### src/rtl/pwfd_pkg.sv
`default_nettype none
package pwfd_pkg;

  localparam int FRAME_BITS_DEF  = 40;
  localparam int COUNT_WIDTH_DEF = 16;

  localparam int WIN_W    = 16;
  localparam int PRE_W    = 2;
  localparam int CFG_AW   = 3;
  localparam int IDX_W    = 6;
  localparam int BYTES_W  = 40;

  // Register indexes on the configuration port
  localparam logic [CFG_AW-1:0] REG_ZERO_MIN = 3'd0;
  localparam logic [CFG_AW-1:0] REG_ZERO_MAX = 3'd1;
  localparam logic [CFG_AW-1:0] REG_ONE_MIN  = 3'd2;
  localparam logic [CFG_AW-1:0] REG_ONE_MAX  = 3'd3;
  localparam logic [CFG_AW-1:0] REG_PREAMBLE = 3'd4;

  localparam logic [WIN_W-1:0] ZERO_MIN_RST = 16'd67;
  localparam logic [WIN_W-1:0] ZERO_MAX_RST = 16'd87;
  localparam logic [WIN_W-1:0] ONE_MIN_RST  = 16'd116;
  localparam logic [WIN_W-1:0] ONE_MAX_RST  = 16'd134;
  localparam logic [PRE_W-1:0] PREAMBLE_RST = 2'd2;

  typedef struct packed {
    logic [15:0] pulse_width;
    logic        frame_start;
  } pwfd_in_t;

  typedef struct packed {
    logic [7:0] humidity_whole;
    logic [7:0] humidity_fraction;
    logic [7:0] temperature_whole;
    logic [7:0] temperature_fraction;
    logic [7:0] checksum_byte;
    logic       checksum_ok;
    logic       bad_pulse;
  } pwfd_out_t;

endpackage
`default_nettype wire

### src/rtl/pulse_width_sensor_frame_decoder_top.sv
`default_nettype none
// A frame result is registered into the output buffer on the transfer of its last data pulse.
// Throughput: one pulse per cycle while in_stall is low; the frame logic is a single registered pass.
// A two-entry output buffer keeps pulses flowing while a result waits; in_stall
// rises only when both entries are held.
// Reset (synchronous, rst_n low): frame state and buffers clear, window and
// preamble registers return to 67, 87, 116, 134 and 2.
module pulse_width_sensor_frame_decoder_top #(
  parameter int FRAME_BITS  = pwfd_pkg::FRAME_BITS_DEF,
  parameter int COUNT_WIDTH = pwfd_pkg::COUNT_WIDTH_DEF
) (
  input  wire logic                        clk,
  input  wire logic                        rst_n,
  input  wire logic                        in_valid,
  output logic                             in_stall,
  input  wire pwfd_pkg::pwfd_in_t          in_data,
  output logic                             out_valid,
  input  wire logic                        out_stall,
  output pwfd_pkg::pwfd_out_t              out_data,
  input  wire logic                        cfg_we,
  input  wire logic [pwfd_pkg::CFG_AW-1:0] cfg_addr,
  input  wire logic [pwfd_pkg::WIN_W-1:0]  cfg_wdata
);
  import pwfd_pkg::*;

  localparam int CMP_W = (COUNT_WIDTH < WIN_W) ? COUNT_WIDTH : WIN_W;

  logic [CMP_W-1:0] zero_min_r, zero_max_r, one_min_r, one_max_r;
  logic [PRE_W-1:0] preamble_r;
  logic             in_fire, res_valid, buf_full;
  pwfd_out_t        res_data;

  assign in_stall = buf_full;
  assign in_fire  = in_valid && !buf_full;

  always_ff @(posedge clk) begin
    if (!rst_n) begin
      zero_min_r <= ZERO_MIN_RST[CMP_W-1:0];
      zero_max_r <= ZERO_MAX_RST[CMP_W-1:0];
      one_min_r  <= ONE_MIN_RST[CMP_W-1:0];
      one_max_r  <= ONE_MAX_RST[CMP_W-1:0];
      preamble_r <= PREAMBLE_RST;
    end else if (cfg_we) begin
      case (cfg_addr)
        REG_ZERO_MIN: zero_min_r <= cfg_wdata[CMP_W-1:0];
        REG_ZERO_MAX: zero_max_r <= cfg_wdata[CMP_W-1:0];
        REG_ONE_MIN:  one_min_r  <= cfg_wdata[CMP_W-1:0];
        REG_ONE_MAX:  one_max_r  <= cfg_wdata[CMP_W-1:0];
        REG_PREAMBLE: preamble_r <= cfg_wdata[PRE_W-1:0];
        default: ;
      endcase
    end
  end

  pwfd_frame #(
    .FRAME_BITS (FRAME_BITS),
    .CMP_W      (CMP_W)
  ) u_frame (
    .clk            (clk),
    .rst_n          (rst_n),
    .in_fire        (in_fire),
    .in_data        (in_data),
    .zero_min       (zero_min_r),
    .zero_max       (zero_max_r),
    .one_min        (one_min_r),
    .one_max        (one_max_r),
    .preamble_count (preamble_r),
    .res_valid      (res_valid),
    .res_data       (res_data)
  );

  pwfd_skid u_skid (
    .clk       (clk),
    .rst_n     (rst_n),
    .push      (res_valid),
    .push_data (res_data),
    .full      (buf_full),
    .out_valid (out_valid),
    .out_stall (out_stall),
    .out_data  (out_data)
  );

endmodule
`default_nettype wire

### src/rtl/pwfd_frame.sv
`default_nettype none
module pwfd_frame #(
  parameter int FRAME_BITS = 40,
  parameter int CMP_W      = 16
) (
  input  wire logic                   clk,
  input  wire logic                   rst_n,
  input  wire logic                   in_fire,
  input  wire pwfd_pkg::pwfd_in_t     in_data,
  input  wire logic [CMP_W-1:0]       zero_min,
  input  wire logic [CMP_W-1:0]       zero_max,
  input  wire logic [CMP_W-1:0]       one_min,
  input  wire logic [CMP_W-1:0]       one_max,
  input  wire logic [pwfd_pkg::PRE_W-1:0] preamble_count,
  output logic                        res_valid,
  output pwfd_pkg::pwfd_out_t         res_data
);
  import pwfd_pkg::*;

  localparam int DCW = $clog2(FRAME_BITS + 1);

  logic [IDX_W-1:0]      idx_r, idx_nxt, idx_e;
  logic [FRAME_BITS-1:0] sh_r, sh_nxt, sh_e;
  logic                  bad_r, bad_nxt, bad_e;
  logic [DCW-1:0]        dcnt_r, dcnt_nxt, dcnt_e;
  logic [CMP_W-1:0]      w;
  logic                  is_one, is_zero, done_e, pre_e;
  logic [BYTES_W-1:0]    tail;
  logic [7:0]            sum;

  assign w       = in_data.pulse_width[CMP_W-1:0];
  assign is_one  = (w >= one_min) && (w <= one_max);
  assign is_zero = (w >= zero_min) && (w <= zero_max);

  always_comb begin
    // frame start clears the frame before the pulse is handled
    idx_e  = in_data.frame_start ? '0 : idx_r;
    sh_e   = in_data.frame_start ? '0 : sh_r;
    bad_e  = in_data.frame_start ? 1'b0 : bad_r;
    dcnt_e = in_data.frame_start ? '0 : dcnt_r;
    done_e = (dcnt_e == DCW'(FRAME_BITS));
    pre_e  = (dcnt_e == '0) && (idx_e < IDX_W'(preamble_count));

    idx_nxt   = idx_e;
    sh_nxt    = sh_e;
    bad_nxt   = bad_e;
    dcnt_nxt  = dcnt_e;
    res_valid = 1'b0;
    if (!done_e) begin
      if (pre_e) begin
        idx_nxt = idx_e + 1'b1;
      end else begin
        if (idx_e != '1) begin
          idx_nxt = idx_e + 1'b1;
        end
        sh_nxt   = {sh_e[FRAME_BITS-2:0], is_one};
        bad_nxt  = bad_e | ~(is_one | is_zero);
        dcnt_nxt = dcnt_e + 1'b1;
        res_valid = in_fire && (dcnt_nxt == DCW'(FRAME_BITS));
      end
    end
  end

  assign tail = BYTES_W'(sh_nxt);
  assign sum  = tail[39:32] + tail[31:24] + tail[23:16] + tail[15:8];

  always_comb begin
    res_data.humidity_whole       = tail[39:32];
    res_data.humidity_fraction    = tail[31:24];
    res_data.temperature_whole    = tail[23:16];
    res_data.temperature_fraction = tail[15:8];
    res_data.checksum_byte        = tail[7:0];
    res_data.checksum_ok          = (sum == tail[7:0]);
    res_data.bad_pulse            = bad_nxt;
  end

  always_ff @(posedge clk) begin
    if (!rst_n) begin
      idx_r  <= '0;
      sh_r   <= '0;
      bad_r  <= 1'b0;
      dcnt_r <= '0;
    end else if (in_fire) begin
      idx_r  <= idx_nxt;
      sh_r   <= sh_nxt;
      bad_r  <= bad_nxt;
      dcnt_r <= dcnt_nxt;
    end
  end

endmodule
`default_nettype wire

### src/rtl/pwfd_skid.sv
`default_nettype none
module pwfd_skid (
  input  wire logic                clk,
  input  wire logic                rst_n,
  input  wire logic                push,
  input  wire pwfd_pkg::pwfd_out_t push_data,
  output logic                     full,
  output logic                     out_valid,
  input  wire logic                out_stall,
  output pwfd_pkg::pwfd_out_t      out_data
);
  import pwfd_pkg::*;

  logic      out_valid_r, skid_valid_r;
  pwfd_out_t out_data_r, skid_data_r;
  logic      pop;

  assign pop       = out_valid_r && !out_stall;
  assign out_valid = out_valid_r;
  assign out_data  = out_data_r;
  assign full      = skid_valid_r;

  always_ff @(posedge clk) begin
    if (!rst_n) begin
      out_valid_r  <= 1'b0;
      skid_valid_r <= 1'b0;
    end else if (!out_valid_r || pop) begin
      // output stage free: drain the skid entry first
      out_valid_r  <= skid_valid_r || push;
      skid_valid_r <= 1'b0;
    end else if (push) begin
      skid_valid_r <= 1'b1;
    end
  end

  always_ff @(posedge clk) begin
    if (!out_valid_r || pop) begin
      out_data_r <= skid_valid_r ? skid_data_r : push_data;
    end else if (push) begin
      skid_data_r <= push_data;
    end
  end

endmodule
`default_nettype wire

### config.mk
export PLATFORM = sky130hd
export DESIGN_NAME = pulse_width_sensor_frame_decoder_top
export DESIGN_NICKNAME = d
export VERILOG_FILES = /design/src/rtl/pwfd_pkg.sv /design/src/rtl/pulse_width_sensor_frame_decoder_top.sv /design/src/rtl/pwfd_frame.sv /design/src/rtl/pwfd_skid.sv
export SDC_FILE = /design/constraint.sdc
export NUM_CORES = 1
export LEC_CHECK = 0
export ABC_AREA = 1
export ABC_CLOCK_PERIOD_IN_PS = 9100
export BUFFER_PORTS_ARGS = -buffer_cell sky130_fd_sc_hd__buf_4
export CORE_UTILIZATION = 55
export DETAILED_ROUTE_END_ITERATION = 10
export GPL_TIMING_DRIVEN = 0
export HOLD_SLACK_MARGIN = 0.15
export PLACE_DENSITY = 0.74
export SYNTH_ARGS = -nofsm -noshare
export SYNTH_HDL_FRONTEND = slang
export SYNTH_SLANG_ARGS = --single-unit
### constraint.sdc
create_clock -name clk -period 9.1 [get_ports clk]
set_input_delay 0.455 -clock clk [delete_from_list [all_inputs] [get_ports clk]]
set_output_delay 0.455 -clock clk [all_outputs]
set_load 0.05 [all_outputs]
# Word-level counts from Yosys, hierarchy flattened
# Cells that the tools add are included.
dict set report word_totals {
  reg_bits 205
  in_bits 41
  out_inout_bits 44
  elab_cells 84
}
dict set report op_classes {
  addsub 5
  n_lt_le_gt_ge 5
  eq_ne 8
  muxes 16
  bitwise 5
  n_reduce_logical 20
}
# cell count
set op_table {}
lappend op_table {{$mux 40} 3}
lappend op_table {{$mux 42} 1}
lappend op_table {{$mux 6} 7}
lappend op_table {{$ge 16x16->1} 2}
lappend op_table {{$le 16x16->1} 2}
lappend op_table {{$add 8x8->8} 3}
lappend op_table {{$add 6x1->6 const B} 2}
lappend op_table {{$eq 6x6->1 const B} 2}
lappend op_table {{$reduce_and 2->1} 6}
lappend op_table {{$eq 8x8->1} 1}
lappend op_table {{$eq 3x2->1 const B} 2}
lappend op_table {{$logic_and 1x1->1} 6}
lappend op_table {{$logic_not 6->1} 1}
lappend op_table {{$lt 6x2->1} 1}
lappend op_table {{$ne 6x6->1 const B} 1}
lappend op_table {{$mux 1} 5}
lappend op_table {{$eq 3x1->1 const B} 1}
lappend op_table {{$eq 3x3->1 const B} 1}
lappend op_table {{$logic_not 1->1} 3}
lappend op_table {{$logic_not 3->1} 1}
lappend op_table {{$not 1->1} 3}
lappend op_table {{$logic_or 1x1->1} 2}
lappend op_table {{$or 1x1->1} 2}
lappend op_table {{$reduce_or 2->1} 1}

# Depth between registers and ports, before layout
dict set report logic_depth {
  depth_word 10
  ltp_mapped 38
  ltp_nobuf 34
}

# Modules after synthesis
# A second synthesis with hierarchy kept.
dict set report unflattened {
  hier_cells 1505
  area_unflattened_um2 11527.3
}
# mod instances cells_per_inst area_each_um2 seq_area_each_um2
set by_module_without_submodules {}
lappend by_module_without_submodules {pwfd_frame 1 900 5654.2 1061.0}
lappend by_module_without_submodules {pwfd_skid 1 229 3189.3 2562.5}
lappend by_module_without_submodules {pulse_width_sensor_frame_decoder_top 1 376 2683.8 1321.3}

# Worst setup path after synthesis
# Ideal clock, no wire load.
dict set report synth_timing {
  path_kind {input to register}
  start {in in_data[0] (netlist bit)}
  end {reg u_skid.out_data_r, in the netlist u_skid.out_data[1] (data pin)}
  setup_ps 252
  arrival_ps 5061
  t_required_ps 8848
  slack_ps 3786
  stages 35
  n_path_buf 5
  path_cell_list {buf_6 -> clkbuf_1 -> clkbuf_1 -> nor2_1 -> inv_1 -> ha_1 -> inv_1 -> nor2_1 -> nand4_4 -> nand2_8 -> buf_4 -> buf_2 -> nand2_1 -> o21ai_0 -> inv_1 -> fa_1 -> fa_1 -> inv_1 -> ha_1 -> inv_1 -> fa_1 -> nor3_1 -> nor2_1 -> inv_1 -> nand2_1 -> nand2_1 -> inv_1 -> nand2_1 -> nand3_1 -> nand2_1 -> nand2_1 -> nand2_1 -> nor2_2 -> nand2_1 -> nand2_1}
}
# element line
set synth_lines {}
lappend synth_lines {{start: declaration} pulse_width_sensor_frame_decoder_top.sv:16} ;# input wire pwfd_pkg::pwfd_in_t in_data,
lappend synth_lines {{end signal: assignment} pwfd_skid.sv:38} ;# out_data_r <= skid_valid_r ? skid_data_r : push_data;
lappend synth_lines {{end: declaration} pwfd_skid.sv:15} ;# pwfd_out_t out_data_r, skid_data_r;

==> metrics <==
DIE WIDTH between 100 and 150 um; FF+latch count, synth ~200; CTS Sinks 205; Hold Path Class input port to flop; hold-fix buffers at CTS 0; vias in the first global route around 8,500; Top Layer Used met4; PwrDens about 190 mW/mm^2; post-CTS sizing 0; initial drt markers between 700 and 800; Slowest-stage cell, CP o21ai_0; final period utilization 0.7023; Slew Limit Fails 0; Worst-path clk slew roughly 0.060 ns; DP HPWL about 20 mm; CTS tree done; HP Start cfg_wdata[0]; final hold violation count 0; Nets 1,585; Tmin final ~6.4 ns; syn avg cell area about 8 um^2; Synth Instances 1,346; Initial Util 0.5619; CP Launch Point in_data[0]; Worst Slack Setup Final around 2.7 ns; post-synth cell types 44; Root Buffer Master clkbuf_16; input/output buffers between 80 and 90; fmax roughly 160 MHz; routability congestion estimate 0.9306; sequential fraction of the synthesis area 0.4521; total CTS buffers 22; Die ar. ~0.020 mm^2; worst stage delay on the critical path between 0.8 and 0.9 ns; Post-Route M1 WL 12.59 mm; outcome finished clean; GRT Resource Usage Total 0.2768; remaining routing DRC violations 0; Vias 9,377; critical path class input port to flop; WL met3 2.199 mm; Clock Skew roughly 0.014 ns; Skew-Pair Late Insertion Delay approximately 0.51 ns; largest net degree at the start of global routing 33; Post-Place Setup Slack ~2.4 ns; Mapped Area 0.01094 mm^2; CP arrival ~6.7 ns; Final Setup Violations 0; Syn Nets between 1,000 and 1,500; most used cell, CP nand2_1; area added between synthesis and finish 15.66%; Max rail drop VDD 0.1322 mV; global-route wire length before repair between 40 and 50 mm; Overflow after GRT 0; DR pass1 iterations 5; # diodes 0; post-CTS setup buffer count 0; actual slew at the worst max-slew pin 1.039 ns; number of max-cap violations 0; Clock Tree Buf Depth 3; initial antenna violation count 0; CP Max Fanout 10; Rel. slew slack 0.3019; total negative setup slack 0 ns; I/O Pins between 80 and 90; post-route antenna net violation count 0; Critical Path RT 9.36 ns; CP Capture Type flop; met2 WL around 12 mm; core box area 0.01946 mm^2; H-tree depth reported by CTS 1; layout cells sized above 1 0.1095; Startpoint Class input port; reg2reg start u_frame.dcnt_r[0]; Avg Vias per Cell 5.405; Leak roughly 0.0057 uW; Yosys warning total 0; Die H approximately 140 um; Routed wire per std cell between 15 and 20 um; Post-Route WL 27.59 mm; std cell rows 51; RSZ-0062 raised after global routing false
[kinds of logic after synthesis]
kind of cell	synth area share
AND/OR/NAND/NOR	0.1459
AO/OA/AOI/OAI	0.1707
buffers and inverters	0.1115
flip-flops	0.4521
adder cells (fa/ha/maj)	0.1126
XOR/XNOR	0.007208
[cells in the final DEF, fill, tap and decap left out, types with 3 or more instances in the layout]
cell	instances
nor3_1	9
nor2_1	87
clkbuf_1	43
o21ai_0	176
buf_2	7
xnor2_1	6
inv_2	7
edfxtp_1	84
fa_1	14
o21a_1	3
ha_1	76
nand3_1	29
xor2_1	3
dfxtp_1	121
clkinv_1	4
a211oi_1	3
buf_4	83
inv_1	246
nand3_2	3
nand4_1	15
a21oi_1	138
nand2_2	7
nor2_2	3
a31oi_1	8
nand2_1	211
clkbuf_16	23
clkinv_2	6
buf_6	4
o211ai_1	15
o21ai_1	3
buf_1	3
[power breakdown]
group / internal (uW) / switching, uW / total [uW]
registers: 1010 / 14.2 / 1020
logic: 166 / 346 / 512
clock network: 508 / 380 / 888
[sequential cells by signal (all words and copies together), names as in the netlist]
register	cells
one_max_r	16
one_min_r	16
preamble_r	2
u_frame.bad_r	1
u_frame.dcnt_r	6
u_frame.idx_r	6
u_frame.sh_r	40
u_skid.full	1
u_skid.out_data	42
u_skid.out_valid	1
u_skid.skid_data_r	42
zero_max_r	16
zero_min_r	16
[cells in the mapped netlist (all sizes together)]
library cell,n,area [um^2]
dfxtp,121,2422
o21a,3,22.52
o211ai,15,112.6
edfxtp,84,2522
o21ai,181,913.4
nor3b,1,7.510
a21oi,138,690.7
nand2,220,864.6
nor2,91,349.1
buf,15,98.84
nand3b,3,26.27
nand3,32,175.2
a21o,1,7.510
ha,76,950.9
nand4,16,115.1
o311ai,2,17.52
nor3,9,45.04
xnor2,6,52.55
a21boi,2,15.02
a31oi,8,50.05
nor4,1,6.260
clkbuf,42,157.7
inv,254,955.9
a211oi,3,22.52
fa,14,280.3
xor2,3,26.28
o21bai,2,15.01
clkinv,2,7.510
and2,1,6.260
[through the flow]
stage               instances  hold slack, ns  utilization  power (uW)  area, um^2
floorplan                1346          0.4329            -        1393       10940
global placement         1693          0.4445       0.6106        1532       11880
detailed placement       1695          0.4514       0.6132        1544       11930
CTS                      1735          0.1882       0.6500        2423       12650
global route             1735          0.2036       0.6500        2522       12650
finish                   1735          0.1963       0.6500        2421       12650
[layer usage]
metal  vias to the layer above  global-route usage
met2                       349              0.4375
met5                         -                   0
met1                      4363              0.4046
met4                         0             0.05886
met3                        32             0.03555
li1                       4633                   -
[cell type report]
type / count / area (um^2)
inverter: 256 / 963.4
sequential: 205 / 4945
clock buffer: 26 / 606.8
multi-input combinational: 828 / 4782
timing repair buffer: 84 / 655.6
fill: 1633 / 6813
clock inverter: 14 / 108.9
tap: 265 / 331.6
buffer: 57 / 256.5
[worst max-delay path, delay by kind of cell]
| kind | cells | cell delay (ns) |
|---|---|---|
| buffers and inverters | 10 | 1.91 |
| and+or+nand+nor | 15 | 1.79 |
| adders and majority gates | 4 | 1.39 |
| AOI/OAI and AO/OA | 3 | 1.08 |
[path summary, 6_finish.rpt]
| kind | slack (ns) | cells after the start | to |
|---|---|---|---|
| hold / removal | 0.20 | 3 | zero_max_r[0] |
| setup / recovery | 2.71 | 32 | u_skid.out_data[1] |
| setup reg to reg | 3.66 | 30 | u_skid.out_data[1] |
| hold reg to reg | 0.46 | 2 | zero_min_r[4] |
Power figures use the tool's default switching activity.
